<file path="config.mk">
export PLATFORM = sky130hd
export DESIGN_NAME = gram_match_digit_code_top
export DESIGN_NICKNAME = d
export VERILOG_FILES = /design/src/sv/gmdc_pkg.sv /design/src/sv/gmdc_matcher.sv /design/src/sv/gmdc_ring.sv /design/src/sv/gram_match_digit_code_top.sv
export VERILOG_INCLUDE_DIRS = /design/src /design/src/sv
export SDC_FILE = /design/constraint.sdc
export NUM_CORES = 1
export LEC_CHECK = 0
export BUFFER_PORTS_ARGS = -buffer_cell sky130_fd_sc_hd__buf_2
export CORE_MARGIN = 1.5
export CORE_UTILIZATION = 55
export CTS_BUF_LIST = sky130_fd_sc_hd__clkbuf_4 sky130_fd_sc_hd__clkbuf_8 sky130_fd_sc_hd__clkbuf_16
export DETAILED_ROUTE_END_ITERATION = 6
export GPL_ROUTABILITY_DRIVEN = 1
export PLACE_DENSITY = 0.81
export SETUP_SLACK_MARGIN = 0.1
export SLEW_MARGIN = 0
export SYNTH_ARGS = -nofsm -noshare
export SYNTH_HDL_FRONTEND = slang
export SYNTH_SLANG_ARGS = --single-unit
</file>
<file path="constraint.sdc">
create_clock -name clk_i -period 4.8 [get_ports clk_i]
set_input_delay 0.96 -clock clk_i [delete_from_list [all_inputs] [get_ports clk_i]]
set_output_delay 0.96 -clock clk_i [all_outputs]
set_load 0.1 [all_outputs]
</file>
<file path="src/sv/assert_macros.svh">
// ----------------------------------------------------------------------------
// assertion macros
// shared concurrent assertion forms, clocked on clk_i, off during reset
// ----------------------------------------------------------------------------
`ifndef ASSERT_MACROS_SVH
`define ASSERT_MACROS_SVH

// property must hold at every clock edge out of reset
`define GMDC_ASSERT(lbl, prop) \
  lbl: assert property (@(posedge clk_i) disable iff (!rst_ni) (prop)) \
    else $error("assertion failed");

// condition must never be seen at a clock edge out of reset
`define GMDC_ASSERT_NEVER(lbl, cond) \
  lbl: assert property (@(posedge clk_i) disable iff (!rst_ni) !(cond)) \
    else $error("forbidden condition seen");

`endif

</file>
<file path="src/sv/gmdc_pkg.sv">
// ----------------------------------------------------------------------------
// gmdc_pkg
// types, constants and the gram table of the gram match digit coder
// ----------------------------------------------------------------------------
package gmdc_pkg;

  localparam int unsigned CODE_DIGITS_DEF = 8;
  localparam int unsigned MAX_WORD_DEF    = 255;
  localparam int unsigned GRAM_COUNT      = 55;
  localparam int unsigned LenW            = 9;
  localparam logic [4:0]  DIGIT_BASE      = 5'd10;

  typedef struct packed {
    logic [7:0] g0;
    logic [7:0] g1;
    logic [7:0] g2;
    logic [1:0] glen;
    logic [3:0] d0;
    logic [3:0] d1;
    logic [3:0] d2;
    logic [1:0] dlen;
  } gram_t;

  typedef struct packed {
    logic [1:0] used;
    logic [1:0] ndig;
    logic [3:0] d0;
    logic [3:0] d1;
    logic [3:0] d2;
  } match_t;

  typedef struct packed {
    logic add_en;
    logic clr;
  } ring_ctrl_t;

  function automatic gram_t mk(input logic [7:0] g0, input logic [7:0] g1,
                               input logic [7:0] g2, input logic [1:0] glen,
                               input logic [3:0] d0, input logic [3:0] d1,
                               input logic [3:0] d2, input logic [1:0] dlen);
    gram_t e;
    e.g0 = g0; e.g1 = g1; e.g2 = g2; e.glen = glen;
    e.d0 = d0; e.d1 = d1; e.d2 = d2; e.dlen = dlen;
    return e;
  endfunction

  // gram entry, table order gives priority
  function automatic gram_t gram_entry(input logic [5:0] idx);
    gram_t e;
    unique case (idx)
      6'd0:  e = mk(" ", 8'h00, 8'h00, 2'd1, 4'd9, 4'd5, 4'd0, 2'd3);
      6'd1:  e = mk("s", "c", "h",     2'd3, 4'd8, 4'd0, 4'd0, 2'd2);
      6'd2:  e = mk("v", "e", "r",     2'd3, 4'd8, 4'd9, 4'd0, 2'd2);
      6'd3:  e = mk("a", "b", 8'h00,   2'd2, 4'd5, 4'd1, 4'd0, 2'd2);
      6'd4:  e = mk("a", "g", 8'h00,   2'd2, 4'd5, 4'd2, 4'd0, 2'd2);
      6'd5:  e = mk("a", "m", 8'h00,   2'd2, 4'd5, 4'd3, 4'd0, 2'd2);
      6'd6:  e = mk("a", "u", 8'h00,   2'd2, 4'd5, 4'd4, 4'd0, 2'd2);
      6'd7:  e = mk("b", "e", 8'h00,   2'd2, 4'd5, 4'd6, 4'd0, 2'd2);
      6'd8:  e = mk("c", "h", 8'h00,   2'd2, 4'd5, 4'd7, 4'd0, 2'd2);
      6'd9:  e = mk("c", "k", 8'h00,   2'd2, 4'd5, 4'd8, 4'd0, 2'd2);
      6'd10: e = mk("d", "e", 8'h00,   2'd2, 4'd6, 4'd0, 4'd0, 2'd2);
      6'd11: e = mk("f", "r", 8'h00,   2'd2, 4'd6, 4'd2, 4'd0, 2'd2);
      6'd12: e = mk("g", "e", 8'h00,   2'd2, 4'd6, 4'd4, 4'd0, 2'd2);
      6'd13: e = mk("k", "l", 8'h00,   2'd2, 4'd6, 4'd7, 4'd0, 2'd2);
      6'd14: e = mk("m", "a", 8'h00,   2'd2, 4'd7, 4'd0, 4'd0, 2'd2);
      6'd15: e = mk("m", "i", 8'h00,   2'd2, 4'd7, 4'd1, 4'd0, 2'd2);
      6'd16: e = mk("n", "d", 8'h00,   2'd2, 4'd7, 4'd2, 4'd0, 2'd2);
      6'd17: e = mk("n", "g", 8'h00,   2'd2, 4'd7, 4'd3, 4'd0, 2'd2);
      6'd18: e = mk("n", "t", 8'h00,   2'd2, 4'd7, 4'd4, 4'd0, 2'd2);
      6'd19: e = mk("q", "u", 8'h00,   2'd2, 4'd7, 4'd7, 4'd0, 2'd2);
      6'd20: e = mk("r", "a", 8'h00,   2'd2, 4'd7, 4'd9, 4'd0, 2'd2);
      6'd21: e = mk("s", "p", 8'h00,   2'd2, 4'd8, 4'd1, 4'd0, 2'd2);
      6'd22: e = mk("s", "t", 8'h00,   2'd2, 4'd8, 4'd2, 4'd0, 2'd2);
      6'd23: e = mk("t", "r", 8'h00,   2'd2, 4'd8, 4'd4, 4'd0, 2'd2);
      6'd24: e = mk("t", "z", 8'h00,   2'd2, 4'd8, 4'd5, 4'd0, 2'd2);
      6'd25: e = mk("u", "n", 8'h00,   2'd2, 4'd8, 4'd7, 4'd0, 2'd2);
      6'd26: e = mk("w", "a", 8'h00,   2'd2, 4'd9, 4'd1, 4'd0, 2'd2);
      6'd27: e = mk("w", "i", 8'h00,   2'd2, 4'd9, 4'd2, 4'd0, 2'd2);
      6'd28: e = mk("e", 8'h00, 8'h00, 2'd1, 4'd1, 4'd0, 4'd0, 2'd1);
      6'd29: e = mk("n", 8'h00, 8'h00, 2'd1, 4'd2, 4'd0, 4'd0, 2'd1);
      6'd30: e = mk("i", 8'h00, 8'h00, 2'd1, 4'd3, 4'd0, 4'd0, 2'd1);
      6'd31: e = mk("s", 8'h00, 8'h00, 2'd1, 4'd4, 4'd0, 4'd0, 2'd1);
      6'd32: e = mk("a", 8'h00, 8'h00, 2'd1, 4'd5, 4'd0, 4'd0, 2'd2);
      6'd33: e = mk("b", 8'h00, 8'h00, 2'd1, 4'd5, 4'd5, 4'd0, 2'd2);
      6'd34: e = mk("d", 8'h00, 8'h00, 2'd1, 4'd5, 4'd9, 4'd0, 2'd2);
      6'd35: e = mk("f", 8'h00, 8'h00, 2'd1, 4'd6, 4'd1, 4'd0, 2'd2);
      6'd36: e = mk("g", 8'h00, 8'h00, 2'd1, 4'd6, 4'd3, 4'd0, 2'd2);
      6'd37: e = mk("h", 8'h00, 8'h00, 2'd1, 4'd6, 4'd5, 4'd0, 2'd2);
      6'd38: e = mk("k", 8'h00, 8'h00, 2'd1, 4'd6, 4'd6, 4'd0, 2'd2);
      6'd39: e = mk("l", 8'h00, 8'h00, 2'd1, 4'd6, 4'd8, 4'd0, 2'd2);
      6'd40: e = mk("m", 8'h00, 8'h00, 2'd1, 4'd6, 4'd9, 4'd0, 2'd2);
      6'd41: e = mk("o", 8'h00, 8'h00, 2'd1, 4'd7, 4'd5, 4'd0, 2'd2);
      6'd42: e = mk("p", 8'h00, 8'h00, 2'd1, 4'd7, 4'd6, 4'd0, 2'd2);
      6'd43: e = mk("r", 8'h00, 8'h00, 2'd1, 4'd7, 4'd8, 4'd0, 2'd2);
      6'd44: e = mk("t", 8'h00, 8'h00, 2'd1, 4'd8, 4'd3, 4'd0, 2'd2);
      6'd45: e = mk("u", 8'h00, 8'h00, 2'd1, 4'd8, 4'd6, 4'd0, 2'd2);
      6'd46: e = mk("v", 8'h00, 8'h00, 2'd1, 4'd8, 4'd8, 4'd0, 2'd2);
      6'd47: e = mk("w", 8'h00, 8'h00, 2'd1, 4'd9, 4'd0, 4'd0, 2'd2);
      6'd48: e = mk("z", 8'h00, 8'h00, 2'd1, 4'd9, 4'd3, 4'd0, 2'd2);
      6'd49: e = mk(8'hDF, 8'h00, 8'h00, 2'd1, 4'd9, 4'd6, 4'd2, 2'd3);
      6'd50: e = mk("c", 8'h00, 8'h00, 2'd1, 4'd9, 4'd6, 4'd3, 2'd3);
      6'd51: e = mk("j", 8'h00, 8'h00, 2'd1, 4'd9, 4'd6, 4'd4, 2'd3);
      6'd52: e = mk("q", 8'h00, 8'h00, 2'd1, 4'd9, 4'd6, 4'd5, 2'd3);
      6'd53: e = mk("x", 8'h00, 8'h00, 2'd1, 4'd9, 4'd6, 4'd6, 2'd3);
      6'd54: e = mk("y", 8'h00, 8'h00, 2'd1, 4'd9, 4'd6, 4'd7, 2'd3);
      default: e = mk(8'h00, 8'h00, 8'h00, 2'd3, 4'd0, 4'd0, 4'd0, 2'd0);
    endcase
    return e;
  endfunction

  // accent folding and ascii lowercasing
  function automatic logic [7:0] fold_char(input logic [7:0] c);
    logic [7:0] r;
    unique case (c)
      8'hE4, 8'hC4, 8'hE2, 8'hC2, 8'hE1, 8'hC1, 8'hE0, 8'hC0: r = "a";
      8'hF6, 8'hD6, 8'hF4, 8'hD4, 8'hF3, 8'hD3, 8'hF2, 8'hD2: r = "o";
      8'hFC:   r = "u";
      default: r = (c >= "A" && c <= "Z") ? (c + 8'd32) : c;
    endcase
    return r;
  endfunction

endpackage

</file>
<file path="src/sv/gmdc_matcher.sv">
// ----------------------------------------------------------------------------
// gmdc_matcher
// greedy first-hit match of the character window against the gram table
// ----------------------------------------------------------------------------
module gmdc_matcher (
  input  logic [7:0]      win0_i,
  input  logic [7:0]      win1_i,
  input  logic [7:0]      win2_i,
  input  logic [1:0]      fill_i,
  output gmdc_pkg::match_t match_o
);
  import gmdc_pkg::*;

  gram_t      e;
  logic       hit;
  logic       found;
  gram_t      best;

  always_comb begin
    found = 1'b0;
    best  = gram_entry(6'd0);
    e     = gram_entry(6'd0);
    hit   = 1'b0;
    // walk down so the lowest table index wins
    for (int i = GRAM_COUNT - 1; i >= 0; i--) begin
      e   = gram_entry(6'(i));
      hit = (e.glen <= fill_i) &&
            (e.glen < 2'd1 || win0_i == e.g0) &&
            (e.glen < 2'd2 || win1_i == e.g1) &&
            (e.glen < 2'd3 || win2_i == e.g2);
      if (hit) begin
        found = 1'b1;
        best  = e;
      end
    end
    match_o.d0 = best.d0;
    match_o.d1 = best.d1;
    match_o.d2 = best.d2;
    if (found) begin
      match_o.used = best.glen;
      match_o.ndig = best.dlen;
    end else begin
      match_o.used = (fill_i == 2'd0) ? 2'd0 : 2'd1;
      match_o.ndig = 2'd0;
    end
  end

endmodule

</file>
<file path="src/sv/gmdc_ring.sv">
// ----------------------------------------------------------------------------
// gmdc_ring
// code digit ring with one shared mod-10 adder on a single access port
// ----------------------------------------------------------------------------
module gmdc_ring #(
  parameter int unsigned CODE_DIGITS = gmdc_pkg::CODE_DIGITS_DEF,
  parameter int unsigned PosW        = (CODE_DIGITS > 1) ? $clog2(CODE_DIGITS) : 1
) (
  input  logic                 clk_i,
  input  logic                 rst_ni,
  input  gmdc_pkg::ring_ctrl_t ctrl_i,
  input  logic [PosW-1:0]      addr_i,
  input  logic [3:0]           add_val_i,
  output logic [3:0]           rd_digit_o
);
  import gmdc_pkg::*;

  logic [3:0] ring_q [CODE_DIGITS];
  logic [4:0] sum;
  logic [4:0] wrapped;

  assign rd_digit_o = ring_q[addr_i];
  assign sum        = {1'b0, rd_digit_o} + {1'b0, add_val_i};
  assign wrapped    = (sum >= DIGIT_BASE) ? (sum - DIGIT_BASE) : sum;

  always_ff @(posedge clk_i or negedge rst_ni) begin
    if (!rst_ni) begin
      for (int i = 0; i < CODE_DIGITS; i++) ring_q[i] <= 4'd0;
    end else if (ctrl_i.clr) begin
      for (int i = 0; i < CODE_DIGITS; i++) ring_q[i] <= 4'd0;
    end else if (ctrl_i.add_en) begin
      ring_q[addr_i] <= wrapped[3:0];
    end
  end

endmodule

</file>
<file path="src/sv/gram_match_digit_code_top.sv">
// ----------------------------------------------------------------------------
// gram_match_digit_code_top
// word coder: folded characters matched against a gram table, digits summed
// mod 10 into a ring of code digits, ring emitted at end of word
// ----------------------------------------------------------------------------
// Rate: an input item is taken when the block is idle; when the three-character
// window fills, or at end of word while characters remain, each consumed gram
// takes a match step plus one add step per digit it adds (up to three), because
// the digit ring has a single mod-10 adder on one access port. An end-of-word
// item flushes at most three grams and then emits CODE_DIGITS items, one per
// cycle while the sink is ready; a word longer than MAX_WORD gives a single
// error item instead. The block is not ready for input while it matches, adds
// or emits.
`include "assert_macros.svh"

module gram_match_digit_code_top #(
  parameter int unsigned CODE_DIGITS = gmdc_pkg::CODE_DIGITS_DEF,
  parameter int unsigned MAX_WORD    = gmdc_pkg::MAX_WORD_DEF
) (
  input  logic       clk_i,
  input  logic       rst_ni,
  input  logic       s_axis_tvalid,
  output logic       s_axis_tready,
  input  logic [7:0] s_axis_tdata,   // [7:0] char_code
  input  logic       s_axis_tuser,   // [0] char_valid
  input  logic       s_axis_tlast,
  output logic       m_axis_tvalid,
  input  logic       m_axis_tready,
  output logic [7:0] m_axis_tdata,   // [3:0] digit, [7:4] zero
  output logic       m_axis_tuser,   // [0] too_long
  output logic       m_axis_tlast
);
  import gmdc_pkg::*;

  localparam int unsigned PosW = (CODE_DIGITS > 1) ? $clog2(CODE_DIGITS) : 1;
  localparam logic [PosW-1:0] PosLast = PosW'(CODE_DIGITS - 1);
  localparam logic [LenW-1:0] LenMax  = LenW'(MAX_WORD);

  typedef enum logic [4:0] {
    ST_IDLE  = 5'b00001,
    ST_MATCH = 5'b00010,
    ST_ADD   = 5'b00100,
    ST_EMIT  = 5'b01000,
    ST_ERR   = 5'b10000
  } state_e;

  state_e          state_q, state_d;
  logic [7:0]      win_q [3];
  logic [7:0]      win_d [3];
  logic [1:0]      fill_q, fill_d;
  logic [LenW-1:0] len_q, len_d;
  logic [PosW-1:0] pos_q, pos_d;
  logic [PosW-1:0] emit_q, emit_d;
  logic            lastp_q, lastp_d;
  logic [3:0]      dig_q [3];
  logic [3:0]      dig_d [3];
  logic [1:0]      ndig_q, ndig_d;
  logic [1:0]      cnt_q, cnt_d;

  match_t          match;
  ring_ctrl_t      ring_ctrl;
  logic [PosW-1:0] ring_addr;
  logic [3:0]      ring_rd;
  logic            in_acc;
  logic            out_acc;
  logic [LenW-1:0] len_new;
  logic            len_inc;
  logic [1:0]      fill_new;
  state_e          post_state;
  logic [1:0]      post_fill;
  logic [PosW-1:0] pos_next;

  gmdc_matcher u_matcher (
    .win0_i  (win_q[0]),
    .win1_i  (win_q[1]),
    .win2_i  (win_q[2]),
    .fill_i  (fill_q),
    .match_o (match)
  );

  gmdc_ring #(
    .CODE_DIGITS (CODE_DIGITS),
    .PosW        (PosW)
  ) u_ring (
    .clk_i      (clk_i),
    .rst_ni     (rst_ni),
    .ctrl_i     (ring_ctrl),
    .addr_i     (ring_addr),
    .add_val_i  (dig_q[cnt_q]),
    .rd_digit_o (ring_rd)
  );

  assign s_axis_tready = (state_q == ST_IDLE);
  assign m_axis_tvalid = (state_q == ST_EMIT) || (state_q == ST_ERR);
  assign in_acc        = s_axis_tvalid && s_axis_tready;
  assign out_acc       = m_axis_tvalid && m_axis_tready;
  assign ring_addr     = (state_q == ST_EMIT) ? emit_q : pos_q;
  assign m_axis_tdata  = (state_q == ST_EMIT) ? {4'd0, ring_rd} : 8'd0;
  assign m_axis_tuser  = (state_q == ST_ERR);
  assign m_axis_tlast  = (state_q == ST_ERR) || (emit_q == PosLast);
  assign pos_next      = (pos_q == PosLast) ? '0 : pos_q + 1'b1;

  assign len_inc  = s_axis_tuser && (len_q <= LenMax);
  assign len_new  = len_inc ? len_q + 1'b1 : len_q;

  // where to go once a gram has been fully applied
  always_comb begin
    post_fill = (state_q == ST_MATCH) ? fill_q - match.used : fill_q;
    if (lastp_q && post_fill != 2'd0) begin
      post_state = ST_MATCH;
    end else if (lastp_q) begin
      post_state = ST_EMIT;
    end else begin
      post_state = ST_IDLE;
    end
  end

  always_comb begin
    state_d   = state_q;
    win_d     = win_q;
    fill_d    = fill_q;
    len_d     = len_q;
    pos_d     = pos_q;
    emit_d    = emit_q;
    lastp_d   = lastp_q;
    dig_d     = dig_q;
    ndig_d    = ndig_q;
    cnt_d     = cnt_q;
    fill_new  = fill_q;
    ring_ctrl = '0;

    unique case (state_q)
      ST_IDLE: begin
        if (in_acc) begin
          len_d = len_new;
          if (len_inc && len_new <= LenMax) begin
            win_d[fill_q] = fold_char(s_axis_tdata);
            fill_new      = fill_q + 1'b1;
          end
          fill_d  = fill_new;
          lastp_d = s_axis_tlast;
          if (s_axis_tlast) begin
            if (len_new > LenMax) begin
              state_d = ST_ERR;
            end else if (fill_new != 2'd0) begin
              state_d = ST_MATCH;
            end else begin
              state_d = ST_EMIT;
            end
          end else if (fill_new == 2'd3) begin
            state_d = ST_MATCH;
          end
        end
      end
      ST_MATCH: begin
        dig_d[0] = match.d0;
        dig_d[1] = match.d1;
        dig_d[2] = match.d2;
        ndig_d   = match.ndig;
        cnt_d    = 2'd0;
        unique case (match.used)
          2'd1: begin
            win_d[0] = win_q[1];
            win_d[1] = win_q[2];
            win_d[2] = 8'd0;
          end
          2'd2: begin
            win_d[0] = win_q[2];
            win_d[1] = 8'd0;
            win_d[2] = 8'd0;
          end
          2'd3: begin
            win_d[0] = 8'd0;
            win_d[1] = 8'd0;
            win_d[2] = 8'd0;
          end
          default: ;
        endcase
        fill_d  = fill_q - match.used;
        state_d = (match.ndig != 2'd0) ? ST_ADD : post_state;
      end
      ST_ADD: begin
        ring_ctrl.add_en = 1'b1;
        pos_d            = pos_next;
        cnt_d            = cnt_q + 1'b1;
        if (cnt_q == ndig_q - 1'b1) begin
          state_d = post_state;
        end
      end
      ST_EMIT, ST_ERR: begin
        if (out_acc) begin
          if (state_q == ST_EMIT && emit_q != PosLast) begin
            emit_d = emit_q + 1'b1;
          end else begin
            ring_ctrl.clr = 1'b1;
            win_d[0]      = 8'd0;
            win_d[1]      = 8'd0;
            win_d[2]      = 8'd0;
            fill_d        = 2'd0;
            len_d         = '0;
            pos_d         = '0;
            emit_d        = '0;
            lastp_d       = 1'b0;
            state_d       = ST_IDLE;
          end
        end
      end
      default: state_d = ST_IDLE;
    endcase
  end

  always_ff @(posedge clk_i or negedge rst_ni) begin
    if (!rst_ni) begin
      state_q  <= ST_IDLE;
      win_q[0] <= 8'd0;
      win_q[1] <= 8'd0;
      win_q[2] <= 8'd0;
      fill_q   <= 2'd0;
      len_q    <= '0;
      pos_q    <= '0;
      emit_q   <= '0;
      lastp_q  <= 1'b0;
      ndig_q   <= 2'd0;
      cnt_q    <= 2'd0;
    end else begin
      state_q <= state_d;
      win_q   <= win_d;
      fill_q  <= fill_d;
      len_q   <= len_d;
      pos_q   <= pos_d;
      emit_q  <= emit_d;
      lastp_q <= lastp_d;
      ndig_q  <= ndig_d;
      cnt_q   <= cnt_d;
    end
  end

  always_ff @(posedge clk_i) begin
    dig_q <= dig_d;
  end

  `GMDC_ASSERT_NEVER(a_in_out_excl, s_axis_tready && m_axis_tvalid)
  `GMDC_ASSERT(a_idle_window, (state_q == ST_IDLE) |-> (fill_q != 2'd3))
  `GMDC_ASSERT(a_add_count, (state_q == ST_ADD) |-> (ndig_q != 2'd0 && cnt_q < ndig_q))
  `GMDC_ASSERT(a_err_is_last, (m_axis_tvalid && m_axis_tuser) |-> m_axis_tlast)

endmodule
</file>
==> results.toml <==
[outcome]
status = "finished clean"

[critical_path]
cp-start-kind = "flip-flop"
reg2reg_to = "u_ring.ring_q[25]$_DFFE_PN0P_"
cp.arrival_ns = 4.53
reg2reg_from = "state_q[4]$_DFFE_PN0P_"
worstSetupPathType = "reg -> reg"
cp_data_required_time_ns = 5.00
endpoint_kind = "flip-flop"
rr_worst_depth = 14
cp-startpoint = "state_q[4]$_DFFE_PN0P_"
cp-endpoint = "u_ring.ring_q[25]$_DFFE_PN0P_"
path_max_fanout = 11
r2r_slack_ns = 0.47

[placed_design]
io_buffers = 21
dp_hpwl_um = 14430
dp_cells = 1089
place_area_um2 = 7660
gp_congestion = 1.078

[routing]
route.vias.total = 7159
dr.pass1.iters = 6
drt_wl_total_um = 19720
viasPerCell = 6.479
ant_nets = 0
wire_per_inst_um = 17.85
drtIter0Drc = 791
drc = 0

[clocking]
cts_tree = "yes"
cts-root-buf = "clkbuf_16"
cts.sinks = 94
clk_path_buf_depth = 2
post-cts-setup-buffers = 0
cts_resized = 0
numCtsBuffers = 9
cts_hold_buffers = 0
clkTransAtPathRegs_ns = 0.07
htree_levels = 3
insertion_delay_ns = 0.35

[cells_and_area]
syn_to_final_growth_pct = 9.517
final_cell_mix = "nand2_1 (121), nor2_1 (101), dfrtp_1 (82)"
layout-drive-gt1-share_pct = 11.47
num_antenna_cells = 0
final_area_um2 = 7976
layout.nets = 963
instances_no_fill = 1105
layout.cells.most_common = "nand2_1"

[yosys]
ys_seq_area_share_pct = 33.07
syn-cell-area_um2 = 7283
yosys_register_bits = 94
ys.warnings.count = 0
ys_types = 86
avgSynthCellArea_um2 = 8.039
synthFlopType = "dfrtp_1"
synth_edf_count = 11
synth_cells = 906
synthArstFlopShare_pct = 88.30

[global_routing]
overflow = 0
grt_max_degree = 84
grt_pass1_wl_um = 33390
grt_pass1_vias = 6726
grt_use_total_pct = 29.00
antenna_found_initial = 0

[sta]
period_minus_slack_ns = 4.331
timing.final.max_slew_violations = 0
maxSlewHeadroom_pct = 22.60
worst_pin_slew_ns = 1.145
timing.final.crit_share_pct = 90.23
hold_ws_ns = 0.4975
clock.fmax_mhz = 230.9
final.setup.tns_ns = 0
setup_viol_count_final = 0
hold_violations = 0
skew_ns = 0.007448
rsz0062_at_grt = "no"

[floorplan]
start_util_pct = 57.02
die_x_um = 118.1
dieHeight_um = 118.1
die-area_um2 = 13940
std_cell_rows = 41
top_level_ports = 26
core_um2 = 12770

[power]
irDropWorstVdd_mv = 0.4395
power_density_nw_per_um2 = 653.6
p_leak_nw = 3.318
power_mw = 5.213

[job]
drv_cap = 0

[worst_hold_path]
hp-class = "reg -> reg"
flip-flops by register name (all words and copies together) (netlist names):
register / count
u_ring.ring_q: 32
win_q: 24
dig_q: 11
len_q: 9
state_q: 5
emit_q: 3
pos_q: 3
cnt_q: 2
fill_q: 2
ndig_q: 2
lastp_q: 1
cell usage after synthesis, drive strengths merged, types with 18 or more instances:
cell / instances / area share (%)
o21ai: 55 / 3.8
buf: 23 / 2.0
nor4: 24 / 2.2
a21oi: 60 / 4.1
clkbuf: 29 / 1.5
nand2: 121 / 6.2
nand4: 18 / 1.5
nor2: 101 / 5.2
mux2i: 31 / 4.3
nand3: 42 / 2.9
inv: 27 / 1.4
dfrtp: 82 / 28
ha: 20 / 3.4
nor3: 34 / 2.5
cell families after synthesis:
kind of cell	after synthesis	synth area share, %
muxes	38	5.343
xor gates and xnor gates	14	1.684
AOI/OAI and AO/OA	226	20.43
DFF	94	33.07
adders and majority gates	21	3.711
and+or+nand+nor	432	30.75
other	1	0.05149
buffers and inverters	80	4.965
layer usage:
layer / part of all wire [%] / wire length (um) / global-route usage (%) / vias to the layer above
met2: 46 / 9055 / 45.60 / 348
met3: 7.6 / 1506 / 5.669 / 64
met4: 3.4 / 667 / 11.51 / 0
li1: - / - / - / 3384
met1: 43 / 8491 / 39.31 / 3363
met5: 0 / 0 / 0 / -
final cells by class:
cell class / instances / area, um^2
Clock buffer: 10 / 232.7
Clock inverter: 6 / 68.82
Fill cell: 1080 / 4797
Inverter: 28 / 105.1
Multi-Input combinational cell: 735 / 4546
Sequential cell: 94 / 2409
Tap cell: 172 / 215.2
Timing Repair Buffer: 60 / 400.4
stage by stage:
step,util [%],setup WS (ns)
final,62.44,0.4688
after global routing,62.44,0.1536
after CTS,62.33,0.2664
after detailed placement,59.97,0.3008
after global placement,59.97,0.4541
after floorplan,-,0.1631
worst min-delay path by stage:
stage,start,end,slack [ns],cells after the start
after floorplan,lastp_q$_DFFE_PN0P_,state_q[0]$_DFFE_PN1P_,0.44,1
after global placement,lastp_q$_DFFE_PN0P_,state_q[0]$_DFFE_PN1P_,0.48,1
after detailed placement,lastp_q$_DFFE_PN0P_,state_q[0]$_DFFE_PN1P_,0.48,1
after CTS,ndig_q[1]$_DFFE_PN0P_,ndig_q[1]$_DFFE_PN0P_,0.50,2
after global routing,ndig_q[1]$_DFFE_PN0P_,ndig_q[1]$_DFFE_PN0P_,0.53,2
final,ndig_q[1]$_DFFE_PN0P_,ndig_q[1]$_DFFE_PN0P_,0.50,2
critical path, stage by stage (launching register included):
cell,delay (ns)
dfrtp_1,0.41
nor2_1,0.31
nand3_2,0.35
mux2_2,0.47
mux2_2,0.36
o211ai_1,0.15
o21ai_0,0.13
ha_1,0.24
inv_1,0.07
fa_1,0.46
ha_1,0.26
nand2_1,0.06
a21boi_0,0.12
xnor2_1,0.58
o21ai_0,0.20
power by group:
part	switching (mW)	internal [mW]	leakage [nW]
Sequential	0.348	1.05	1.11
Combinational	1.92	1.16	2.06
Clock	0.320	0.415	0.147
Total	2.59	2.63	3.32
(Power assumes the default switching activity.)
